### src/rtl/iirl_pkg.sv
// Shared types, codes and sizes for the indexed insert/remove list.
`default_nettype none

package iirl_pkg;

    localparam int DEPTH      = 256;
    localparam int ITEM_WIDTH = 32;

    // Fixed port widths.
    localparam int CMD_W   = 3;
    localparam int INDEX_W = 9;
    localparam int DATA_W  = 32;
    localparam int COUNT_W = 9;

    // Position of an entry and the fill count (which can reach DEPTH itself).
    localparam int IDX_W = (DEPTH > 1) ? $clog2(DEPTH) : 1;
    localparam int CNT_W = $clog2(DEPTH + 1);
    localparam int CMP_W = (CNT_W > INDEX_W) ? CNT_W : INDEX_W;

    // Read tree: cell outputs are OR-ed in groups, then the groups are OR-ed.
    localparam int GROUP  = 16;
    localparam int NGROUP = (DEPTH + GROUP - 1) / GROUP;

    localparam logic [CMD_W-1:0] CMD_APPEND = 3'd0;
    localparam logic [CMD_W-1:0] CMD_SET    = 3'd1;
    localparam logic [CMD_W-1:0] CMD_INSERT = 3'd2;
    localparam logic [CMD_W-1:0] CMD_GET    = 3'd3;
    localparam logic [CMD_W-1:0] CMD_REMOVE = 3'd4;

    typedef enum logic [1:0] {
        STATUS_OK    = 2'd0,
        STATUS_RANGE = 2'd1,
        STATUS_FULL  = 2'd2
    } status_t;

    typedef enum logic [1:0] {
        OP_NONE,
        OP_WRITE,
        OP_INSERT,
        OP_REMOVE
    } cell_op_t;

    typedef struct packed {
        cell_op_t              op;
        logic [IDX_W-1:0]      pos;
        logic [ITEM_WIDTH-1:0] data;
    } cell_ctrl_t;

    typedef struct packed {
        logic stage1;
        logic stage2;
    } tree_ctrl_t;

    typedef enum logic [1:0] {
        ST_IDLE,
        ST_EXEC,
        ST_REDUCE,
        ST_OUT
    } state_t;

endpackage

`default_nettype wire

### src/rtl/iirl_cell.sv
// One storage cell of the list: holds one entry and shifts with its neighbors.
`default_nettype none

module iirl_cell
    import iirl_pkg::*;
(
    input  wire logic                  clk,
    input  wire logic [IDX_W-1:0]      cell_pos,
    input  wire cell_ctrl_t            ctrl,
    input  wire logic [ITEM_WIDTH-1:0] left_q,
    input  wire logic [ITEM_WIDTH-1:0] right_q,
    output logic      [ITEM_WIDTH-1:0] q,
    output logic      [ITEM_WIDTH-1:0] rd_word
);

    logic [ITEM_WIDTH-1:0] entry_reg;
    logic [ITEM_WIDTH-1:0] entry_next;

    always_comb
    begin
        entry_next = entry_reg;
        case (ctrl.op)
            OP_WRITE:
            begin
                if (cell_pos == ctrl.pos)
                    entry_next = ctrl.data;
            end
            OP_INSERT:
            begin
                // Cells above the insert point take the entry from below.
                if (cell_pos > ctrl.pos)
                    entry_next = left_q;
                else if (cell_pos == ctrl.pos)
                    entry_next = ctrl.data;
            end
            OP_REMOVE:
            begin
                if (cell_pos >= ctrl.pos)
                    entry_next = right_q;
            end
            default:
            begin
                entry_next = entry_reg;
            end
        endcase
    end

    always_ff @(posedge clk)
    begin
        entry_reg <= entry_next;
    end

    assign q       = entry_reg;
    assign rd_word = (cell_pos == ctrl.pos) ? entry_reg : '0;

endmodule

`default_nettype wire

### config.mk
export PLATFORM = sky130hd
export DESIGN_NAME = iirl_cell
export DESIGN_NICKNAME = d
export VERILOG_FILES = /design/src/rtl/iirl_pkg.sv /design/src/rtl/iirl_cell.sv
export SDC_FILE = /design/constraint.sdc
export NUM_CORES = 1
export LEC_CHECK = 0
export ABC_AREA = 1
export BUFFER_PORTS_ARGS = -buffer_cell sky130_fd_sc_hd__buf_2
export CORE_MARGIN = 4
export CORE_UTILIZATION = 45
export DETAILED_ROUTE_END_ITERATION = 16
export PLACE_DENSITY = 0.84
export SYNTH_ARGS = -nofsm -noshare
export SYNTH_HDL_FRONTEND = slang
export SYNTH_SLANG_ARGS = --single-unit
### constraint.sdc
create_clock -name clk -period 8.4 [get_ports clk]
set_input_delay 1.68 -clock clk [delete_from_list [all_inputs] [get_ports clk]]
set_output_delay 1.68 -clock clk [all_outputs]
set_load 0.1 [all_outputs]
==> impl_metrics.json, run 1 <==
{
  "status": "finished, final reports clean",
  "n_fill_cell": 581,
  "max_freq_ghz": 0.1851,
  "place_worst_setup_slack_ns": 3.003,
  "synth_top_family_by_area": "simple AND/OR/NAND/NOR gates",
  "maxCapViolations": 0,
  "yosysSeqAreaShare": 0.3339,
  "via_count": 3344,
  "clk_path_buf_depth": 2,
  "r2r_end": "q[26]",
  "crit_path_start": "cell_pos[3]",
  "synth_simple_gate_area_frac": 0.3970,
  "initial_utilization": 0.4748,
  "postCtsSetupBuffers": 0,
  "leakagePower_uw": 0.002276,
  "critPathKind": "in2out",
  "p_per_area_nw_per_um2": 185.1,
  "critPathArrivalTime_ns": 3.72,
  "drtIter0Drc": 138,
  "synth.area.top_cells": "edfxtp_1, nand2_1, inv_1",
  "ios": 179,
  "reg2reg_slack_ns": 7.19,
  "final_util": 0.6278,
  "insertion_delay_ns": 0.28,
  "synth.avg_cell_area_um2": 6.481,
  "grt_pass1_vias": 3153,
  "gp_congestion": 0.8376,
  "worst_setup_path_end_kind": "primary output",
  "ys_types": 22,
  "required_ns": 6.72,
  "num_antenna_cells": 0,
  "cts_resized": 0,
  "synthesis.nets": 567,
  "synth_warnings": 0,
  "start_kind": "primary input",
  "fin_nets": 727,
  "hpwl_um": 6540,
  "report.final.hold_viol_count": 0,
  "cts_buffers": 5,
  "synthesis.area_um2": 2878,
  "synth_mux_area_frac": 0,
  "root_buffer": "clkbuf_8",
  "ant_nets": 0,
  "fp.dieH_um": 87.97,
  "antenna_found_initial": 0,
  "grt_pass1_wl_um": 13740,
  "finalWirelength_um": 8782,
  "setup_violations": 0,
  "place_area_um2": 3694,
  "cts_tree": "built",
  "grt_max_degree": 102,
  "fp.dieArea_um2": 7739,
  "drc": 0,
  "synth_fa_ha_area_frac": 0.03478,
  "rr_startpoint": "q[26]",
  "layout_setup_ws_ns": 2.997,
  "reg2reg_depth": 6,
  "die_x_um": 87.97,
  "worstPathMaxFanout": 101,
  "overflow": 0,
  "h-tree-depth": 2,
  "gr-usage-all-layers": 0.2201,
  "worst_slew_pin_slew_ns": 1.095,
  "whs_path_depth": 4,
  "first_pass_iters": 5,
  "worstHoldPathType": "reg2reg",
  "io_buffers": 178,
  "cts_sinks": 32,
  "tns_ns": 0,
  "post_drt_wl_per_cell_um": 12.91,
  "yosys.area.top_type_share": 0.3339,
  "min_period_ns": 5.403,
  "largest_reg_flops": 32,
  "min_to": "q[17]",
  "core_area_um2": 6061,
  "synthXorXnorAreaFrac": 0,
  "ir_worst_vdd_uv": 101.0,
  "synthCells": 444,
  "period_share": 0.6432,
  "syn_to_final_growth_pct": 32.22,
  "slew_violations": 0,
  "slew_headroom": 0.2695,
  "ctsHoldBuffers": 0,
  "ys_seq_elements": 32,
  "hp-start": "q[17]",
  "detail_route.vias_per_cell": 4.918,
  "clock_skew_ns": 0,
  "clk_pin_slew_ns": 0.07,
  "fin_area_um2": 3805,
  "drive_gt1_frac": 0.3322,
  "synth_top_area_cell": "edfxtp_1",
  "synth-compound-area-share": 0.06391,
  "rsz0062_at_grt": "false",
  "rows": 28
}
==> cell usage after synthesis (all sizes together) <==
master    n
o21ai    32
clkbuf    8
buf      19
nor2     37
edfxtp   32
a21oi     2
nand3    51
ha        8
nand2   142
or2      17
nand4    15
a21o      1
o22ai     1
inv      79
==> worst max-delay path, stage by stage <==
cell and delay (ns):
buf_2 0.10, ha_1 0.29, nand2_1 0.08, nor2_1 0.20, nand2_4 0.51, nor2_1 0.32, buf_2 0.47
==> power breakdown <==
| part | switching [uW] | internal, uW | total [uW] | leakage [uW] |
|---|---|---|---|---|
| clock | 59.9 | 87.7 | 148 | 0.0000541 |
| combinational | 265 | 72.4 | 337 | 0.00189 |
| sequential | 11.9 | 208 | 220 | 0.000329 |
| total | 337 | 368 | 704 | 0.00228 |
==> through the flow <==
| step | hold slack [ns] | cells | total power [uW] |
|---|---|---|---|
| finish | 0.7722 | 680 | 704.3 |
| global route | 0.8265 | 680 | 742.7 |
| global placement | 0.7421 | 672 | 553.5 |
| floorplan | 1.293 | 444 | 488.8 |
| detailed placement | 0.7534 | 672 | 559.2 |
| CTS | 0.7755 | 680 | 708.6 |
==> cell usage in the layout, fill, tap and decap left out, types with 12 or more instances in the layout <==
master      n
o21ai_0    20
inv_1      78
nand4_1    15
buf_2     178
edfxtp_1   32
nand3_1    51
nand2_1   138
o21ai_1    12
nor2_1     35
==> worst max path at each step <==
stage / to / slack [ns] / depth (start not counted)
2_1_floorplan: rd_word[10] / 2.70 / 10
3_3_place_gp: rd_word[8] / 3.06 / 8
3_5_place_dp: rd_word[8] / 3.00 / 7
4_1_cts: rd_word[8] / 3.00 / 7
5_1_grt: rd_word[8] / 2.84 / 8
6_report: rd_word[8] / 3.00 / 7
==> layout make-up <==
type | count | area [um2] | area share
Inverter | 79 | 296.5 | 0.07793
Sequential cell | 32 | 960.9 | 0.2525
Timing Repair Buffer | 180 | 905.9 | 0.2381
Clock inverter | 3 | 42.54 | 0.01118
Clock buffer | 5 | 68.82 | 0.01809
Multi-Input combinational cell | 306 | 1436 | 0.3775
Tap cell | 75 | 93.84 | 0.02466
==> kinds of logic after synthesis <==
group / count (synthesis)
simple gates: 262
buf+inv: 106
compound gates: 36
flops: 32
fa+ha+maj: 8
==> routing by layer <==
layer,vias up,global-route usage,part of all wire
met4,0,0.05579,0.018
met3,16,0.04421,0.095
li1,1712,-,-
met1,1469,0.2485,0.39
met5,-,0,0
met2,147,0.4185,0.50
No activity file was read; power rests on OpenSTA's default activity.
==> inputs of run 2 (changes only) <==
--- a/config.mk
+++ b/config.mk
@@ -5,12 +5,12 @@
 export SDC_FILE = /design/constraint.sdc
 export NUM_CORES = 1
 export LEC_CHECK = 0
-export ABC_AREA = 1
+export ABC_AREA = 0
 export BUFFER_PORTS_ARGS = -buffer_cell sky130_fd_sc_hd__buf_2
 export CORE_MARGIN = 4
-export CORE_UTILIZATION = 45
+export CORE_UTILIZATION = 42
 export DETAILED_ROUTE_END_ITERATION = 16
-export PLACE_DENSITY = 0.84
+export PLACE_DENSITY = 0.81
 export SYNTH_ARGS = -nofsm -noshare
 export SYNTH_HDL_FRONTEND = slang
 export SYNTH_SLANG_ARGS = --single-unit
==> constraint.sdc (replaced) <==
create_clock -name clk -period 5.7 [get_ports clk]
set_input_delay 1.14 -clock clk [delete_from_list [all_inputs] [get_ports clk]]
set_output_delay 1.14 -clock clk [all_outputs]
set_load 0.1 [all_outputs]
==> run 2 against run 1 <==
Net effect:
- register-to-register slack lost 2.5 ns
- synthesized cell count shrank 44%
- die area shrank 2.5%
- final cell count shrank 28%
- first-iteration DRC count shrank 57%
- cell area shrank 4.0%
- global-route usage shrank 3.0 points
- area after synthesis shrank 9.3%
- clock power grew 43%
- critical path depth grew 1
- clock skew is the same
- critical path type unchanged
- critical endpoint is now rd_word[23]
- largest cell class unchanged
- largest power group unchanged
==> impl_metrics.json, run 2 <==
{
  "status": "finished, final reports clean",
  "hpwl_um": 5576,
  "worstPathMaxFanout": 40,
  "crit_family": "simple AND/OR/NAND/NOR gates",
  "die_x_um": 86.85,
  "synthesis.nets": 370,
  "mostFrequentLayoutCells": "buf_2, nand2_1, and2_1",
  "critPathKind": "in2out",
  "fp.dieH_um": 86.85,
  "tns_ns": 0,
  "h-tree-depth": 2,
  "cts_sinks": 32,
  "grt_pass1_wl_um": 11440,
  "cts_tree": "built",
  "grtUsageMet3": 0.05393,
  "rows": 28,
  "root_buffer": "clkbuf_8",
  "met2_usage": 0.3382,
  "synthXorXnorAreaFrac": 0,
  "antenna_found_initial": 0,
  "top_usage_layer": "met2",
  "overflow": 0,
  "synth.area.top_cells": "edfxtp_1, o221ai_2, mux2i_1",
  "worst_setup_path_end_kind": "primary output",
  "final_util": 0.6099,
  "critPathArrivalTime_ns": 3.32,
  "grt_pass1_vias": 2388,
  "gr-usage-all-layers": 0.1903,
  "leakagePower_uw": 0.001636,
  "clock_skew_ns": 0,
  "final_common_cell": "buf_2",
  "drc": 0,
  "slew_violations": 0,
  "finalWirelength_um": 7279,
  "largest_reg_flops": 32,
  "synth_simple_gate_area_frac": 0.2142,
  "n_fill_cell": 529,
  "met1_usage": 0.2279,
  "fin_nets": 538,
  "num_antenna_cells": 0,
  "synth_edf_count": 32,
  "synth_fa_ha_area_frac": 0.03833,
  "report.final.hold_viol_count": 0,
  "syn_to_final_growth_pct": 39.91,
  "ctsHoldBuffers": 0,
  "synth_warnings": 0,
  "detail_route.vias_per_cell": 5.086,
  "synth.avg_cell_area_um2": 10.57,
  "min_period_ns": 4.459,
  "async_reset_ff_frac": 0,
  "fp.dieArea_um2": 7543,
  "gp_congestion": 0.7408,
  "timing.critical_path.buf_inv": 4,
  "postCtsSetupBuffers": 0,
  "synth-compound-area-share": 0.2012,
  "multi_input_area_um2": 1533,
  "slowest_delay_ns": 0.66,
  "start_kind": "primary input",
  "setup_violations": 0,
  "ios": 179,
  "synthCells": 247,
  "first_pass_iters": 4,
  "grt_max_degree": 41,
  "required_ns": 4.56,
  "yosys.area.top_type_share": 0.3680,
  "ys_types": 25,
  "ys.flop_type": "edfxtp_1",
  "drive_gt1_frac": 0.5264,
  "synth_top_area_cell": "edfxtp_1",
  "synth_top_family_by_area": "simple AND/OR/NAND/NOR gates",
  "cpMaxStageDelayCell": "nor2_4",
  "p_per_area_nw_per_um2": 266.4,
  "cts_buffers": 5,
  "timing.critical_path.mode_cell": "buf_2",
  "clk_path_buf_depth": 2,
  "insertion_delay_ns": 0.28,
  "ys_seq_elements": 32,
  "period_share": 0.7823,
  "maxCapViolations": 0,
  "total_power_uw": 973.5,
  "io_buffers": 178,
  "yosysSeqAreaShare": 0.3680,
  "core_area_um2": 5991,
  "seq_area_um2": 960.9,
  "synthesis.area_um2": 2611,
  "clk_pin_slew_ns": 0.07,
  "post_drt_wl_per_cell_um": 14.82,
  "drtIter0Drc": 59,
  "synthTopCellsByCount": "and2_1, nand2_1, edfxtp_1, mux2i_1, nand2b_1",
  "slew_headroom": 0.2932,
  "ir_worst_vdd_uv": 157.2,
  "initial_utilization": 0.4359,
  "cts_resized": 0,
  "synth_mux_area_frac": 0.1227,
  "rsz0062_at_grt": "false",
  "path_cells": "buf_2 > inv_1 > ha_1 > nand4_1 > nor2_4 > buf_12 > and2_1 > buf_2",
  "max_freq_ghz": 0.2243,
  "worstHoldPathType": "reg2reg",
  "worst_slew_pin_slew_ns": 1.056,
  "via_count": 2497,
  "ant_nets": 0
}
## run 2: cell count changes in the layout (fill, tap and decap cells not counted), sizes merged, moves of 13 or more
| cell | previous run | this run |
|---|---|---|
| inv | 79 | 9 |
| o21ai | 32 | 3 |
| o221ai | 0 | 32 |
| or2 | 17 | 0 |
| nor2 | 37 | 2 |
| nand4 | 15 | 2 |
| nand2 | 142 | 33 |
| mux2i | 0 | 32 |
| nand2b | 0 | 32 |
| nand3 | 51 | 0 |
| and2 | 0 | 33 |
## run 2: cells by family (layout without fill, tap and decap cells)
kind of cell,Yosys count,in the layout
buffers and inverters,29,198
and+or+nand+nor,103,103
adders and majority gates,8,8
muxes,32,32
AOI/OAI and AO/OA,43,43
DFF,32,32
## run 2: worst register-to-register path, delay by kind of cell (launching register included)
kind / cells / cell delay [ns]
AOI/OAI and AO/OA: 1 / 0.15
DFF: 1 / 0.41
muxes: 1 / 0.18
## run 2: layout make-up
type,count,share of cell area
multi-input combinational,186,0.4195
clock inverter,3,0.01027
clock buffer,5,0.01884
inverter,9,0.009247
timing repair buffer,181,0.2534
sequential,32,0.2630
tap,75,0.02568
## run 2: through the flow
step	worst slack (ns)	cell area, um2	hold slack, ns	instances
after floorplan	1.607	2611	1.320	247
after global placement	1.300	3547	0.6629	483
after detailed placement	1.207	3547	0.6734	483
after CTS	1.205	3654	0.6931	491
after global routing	1.095	3654	0.7212	491
final	1.241	3654	0.6866	491
## run 2: path summary, 6_finish.rpt
path | startpoint | to | slack (ns) | cells past startpoint
min reg2reg | q[12] | q[12] | 0.69 | 2
min | q[12] | q[12] | 0.69 | 2
max reg2reg | q[20] | q[20] | 4.67 | 2
max | ctrl[38] | rd_word[23] | 1.24 | 8
## run 2: power breakdown
part	leakage, uW	switching [uW]	internal, uW
combinational	0.00126	331	106
clock	0.0000532	83.8	127
sequential	0.000321	20.9	305
total	0.00164	436	538
## run 2: metal layers
layer	share of wire	vias up
li1	-	1247
met1	0.38	1121
met2	0.50	121
met3	0.11	8
met4	0.0099	0
met5	0	-
==> inputs of run 3 (changes only) <==
==> constraint.sdc (replaced) <==
create_clock -name clk -period 4.19 [get_ports clk]
set_input_delay 0.838 -clock clk [delete_from_list [all_inputs] [get_ports clk]]
set_output_delay 0.838 -clock clk [all_outputs]
set_load 0.1 [all_outputs]
==> run 3 against run 2 <==
Net effect:
- sequential power up 37%
- die area unchanged
- sequential share of layout area down 1.7 points
- cell area up 6.7%
- non-clock buffer count up 1
- power up 30%
- register-to-register slack worse by 1.5 ns
- largest power group unchanged
- highest routed layer unchanged
==> impl_metrics.json, run 3 (same netlist as run 2, synthesis figures left out) <==
{
  "drtIter0Drc": 56,
  "cpMaxStageDelayCell": "buf_2",
  "io_buffers": 178,
  "final_common_cell": "buf_2",
  "rows": 28,
  "timing.critical_path.buf_inv": 4,
  "grt_pass1_vias": 2428,
  "hpwl_um": 5902,
  "clock_skew_ns": 0,
  "first_pass_iters": 4,
  "hp-start": "q[6]",
  "antenna_found_initial": 0,
  "initial_utilization": 0.4359,
  "via_count": 2532,
  "overflow": 0,
  "cts_sinks": 32,
  "grt_pass1_wl_um": 11700,
  "setup_violations": 0,
  "finalWirelength_um": 7660,
  "detail_route.vias_per_cell": 5.157,
  "maxCapViolations": 0,
  "syn_to_final_growth_pct": 49.35,
  "clk_path_buf_depth": 2,
  "total_power_uw": 1265,
  "drive_gt1_frac": 0.5288,
  "h-tree-depth": 2,
  "reg2reg_depth": 2,
  "critPathKind": "in2out",
  "worst_setup_path_end_kind": "primary output",
  "cts_buffers": 5,
  "p_per_area_nw_per_um2": 324.3,
  "post_drt_wl_per_cell_um": 15.60,
  "ir_worst_vdd_uv": 223.8,
  "placed_cells": 484,
  "fp.dieArea_um2": 7543,
  "root_buffer": "clkbuf_8",
  "max_freq_ghz": 0.2870,
  "timing.critical_path.mode_cell": "buf_2",
  "fin_cells": 491,
  "reg2reg_slack_ns": 3.15,
  "period_share": 0.8315,
  "crit_family": "buffers and inverters",
  "die_x_um": 86.85,
  "worst_slew_pin_slew_ns": 1.033,
  "rsz0062_at_grt": "false",
  "postCtsSetupBuffers": 0,
  "fin_nets": 539,
  "min_to": "q[6]",
  "mostFrequentLayoutCells": "buf_2, nand2_1, and2_1",
  "r2r_end": "q[23]",
  "min_period_ns": 3.484,
  "worstPathMaxFanout": 33,
  "insertion_delay_ns": 0.28,
  "slew_headroom": 0.3086,
  "critPathArrivalTime_ns": 2.65,
  "core_area_um2": 5991,
  "grt_max_degree": 36,
  "cts_tree": "built",
  "drc": 0,
  "tns_ns": 0,
  "cts_resized": 0,
  "leakagePower_uw": 0.001675,
  "required_ns": 3.35,
  "gp_congestion": 0.7849,
  "num_antenna_cells": 0,
  "rr_startpoint": "q[23]",
  "fp.dieH_um": 86.85,
  "slew_violations": 0,
  "whs_path_depth": 2,
  "status": "finished, final reports clean",
  "report.final.hold_viol_count": 0,
  "path_cells": "buf_2 > inv_1 > ha_1 > nand4_1 > nor2_4 > buf_12 > and2_1 > buf_2",
  "start_kind": "primary input",
  "slowest_delay_ns": 0.42,
  "gr-usage-all-layers": 0.1989,
  "worstHoldPathType": "reg2reg",
  "ctsHoldBuffers": 0,
  "ant_nets": 0,
  "ios": 179,
  "largest_reg_flops": 32,
  "clk_pin_slew_ns": 0.06
}
==> run 3: cell types whose count changed in the layout (fill, tap and decap cells not counted) <==
cell / previous run / this run
clkinv_1: 2 / 0
buf_2: 178 / 161
buf_12: 1 / 19
bufinv_16: 1 / 0
clkbuf_1: 0 / 1
clkinv_2: 0 / 1
==> run 3: where the power goes <==
group	switching [uW]	internal [uW]	leakage, uW
Clock	109	113	0.0000410
Combinational	450	146	0.00131
Sequential	31.3	415	0.000321
==> run 3: how the worst max path moves through the flow <==
stage,slack (ns),to,from,depth (start not counted)
floorplan,0.43,q[0],ctrl[40],2
global placement,0.77,rd_word[23],ctrl[39],8
detailed placement,0.70,rd_word[9],ctrl[39],8
CTS,0.71,rd_word[9],ctrl[37],8
global route,0.60,rd_word[9],ctrl[37],8
finish,0.71,rd_word[9],ctrl[37],8
==> run 3: area by class of cell <==
class                   instances  area (um2)
repair buffers                182        1201
multi-input cells             186        1533
clock inverters                 1       5.005
inverters                       9       33.78
flip-flops and latches         32       960.9
fillers                       495        2091
clock buffers                   6       72.57
well taps                      75       93.84
==> run 3: worst reg2reg max path, stage by stage (launching register included) <==
cell and delay (ns):
edfxtp_1 0.45, mux2i_1 0.17, o221ai_1 0.13
==> run 3: metrics by stage <==
| step | hold slack [ns] | util | area, um2 | worst slack [ns] |
|---|---|---|---|---|
| finish | 0.6898 | 0.6510 | 3900 | 0.7059 |
| global route | 0.7234 | 0.6510 | 3900 | 0.5959 |
| CTS | 0.6958 | 0.6510 | 3900 | 0.7072 |
| detailed placement | 0.6803 | 0.6381 | 3822 | 0.7030 |
| global placement | 0.6688 | 0.6381 | 3822 | 0.7749 |
| floorplan | 1.032 | - | 2611 | 0.4292 |
==> run 3: metal layers <==
layer | vias to the layer above | share of wire | track usage
li1 | 1242 | - | -
met4 | 0 | 0.011 | 0.06374
met3 | 7 | 0.096 | 0.04636
met1 | 1166 | 0.38 | 0.2311
met5 | - | 0 | 0
met2 | 117 | 0.51 | 0.3582
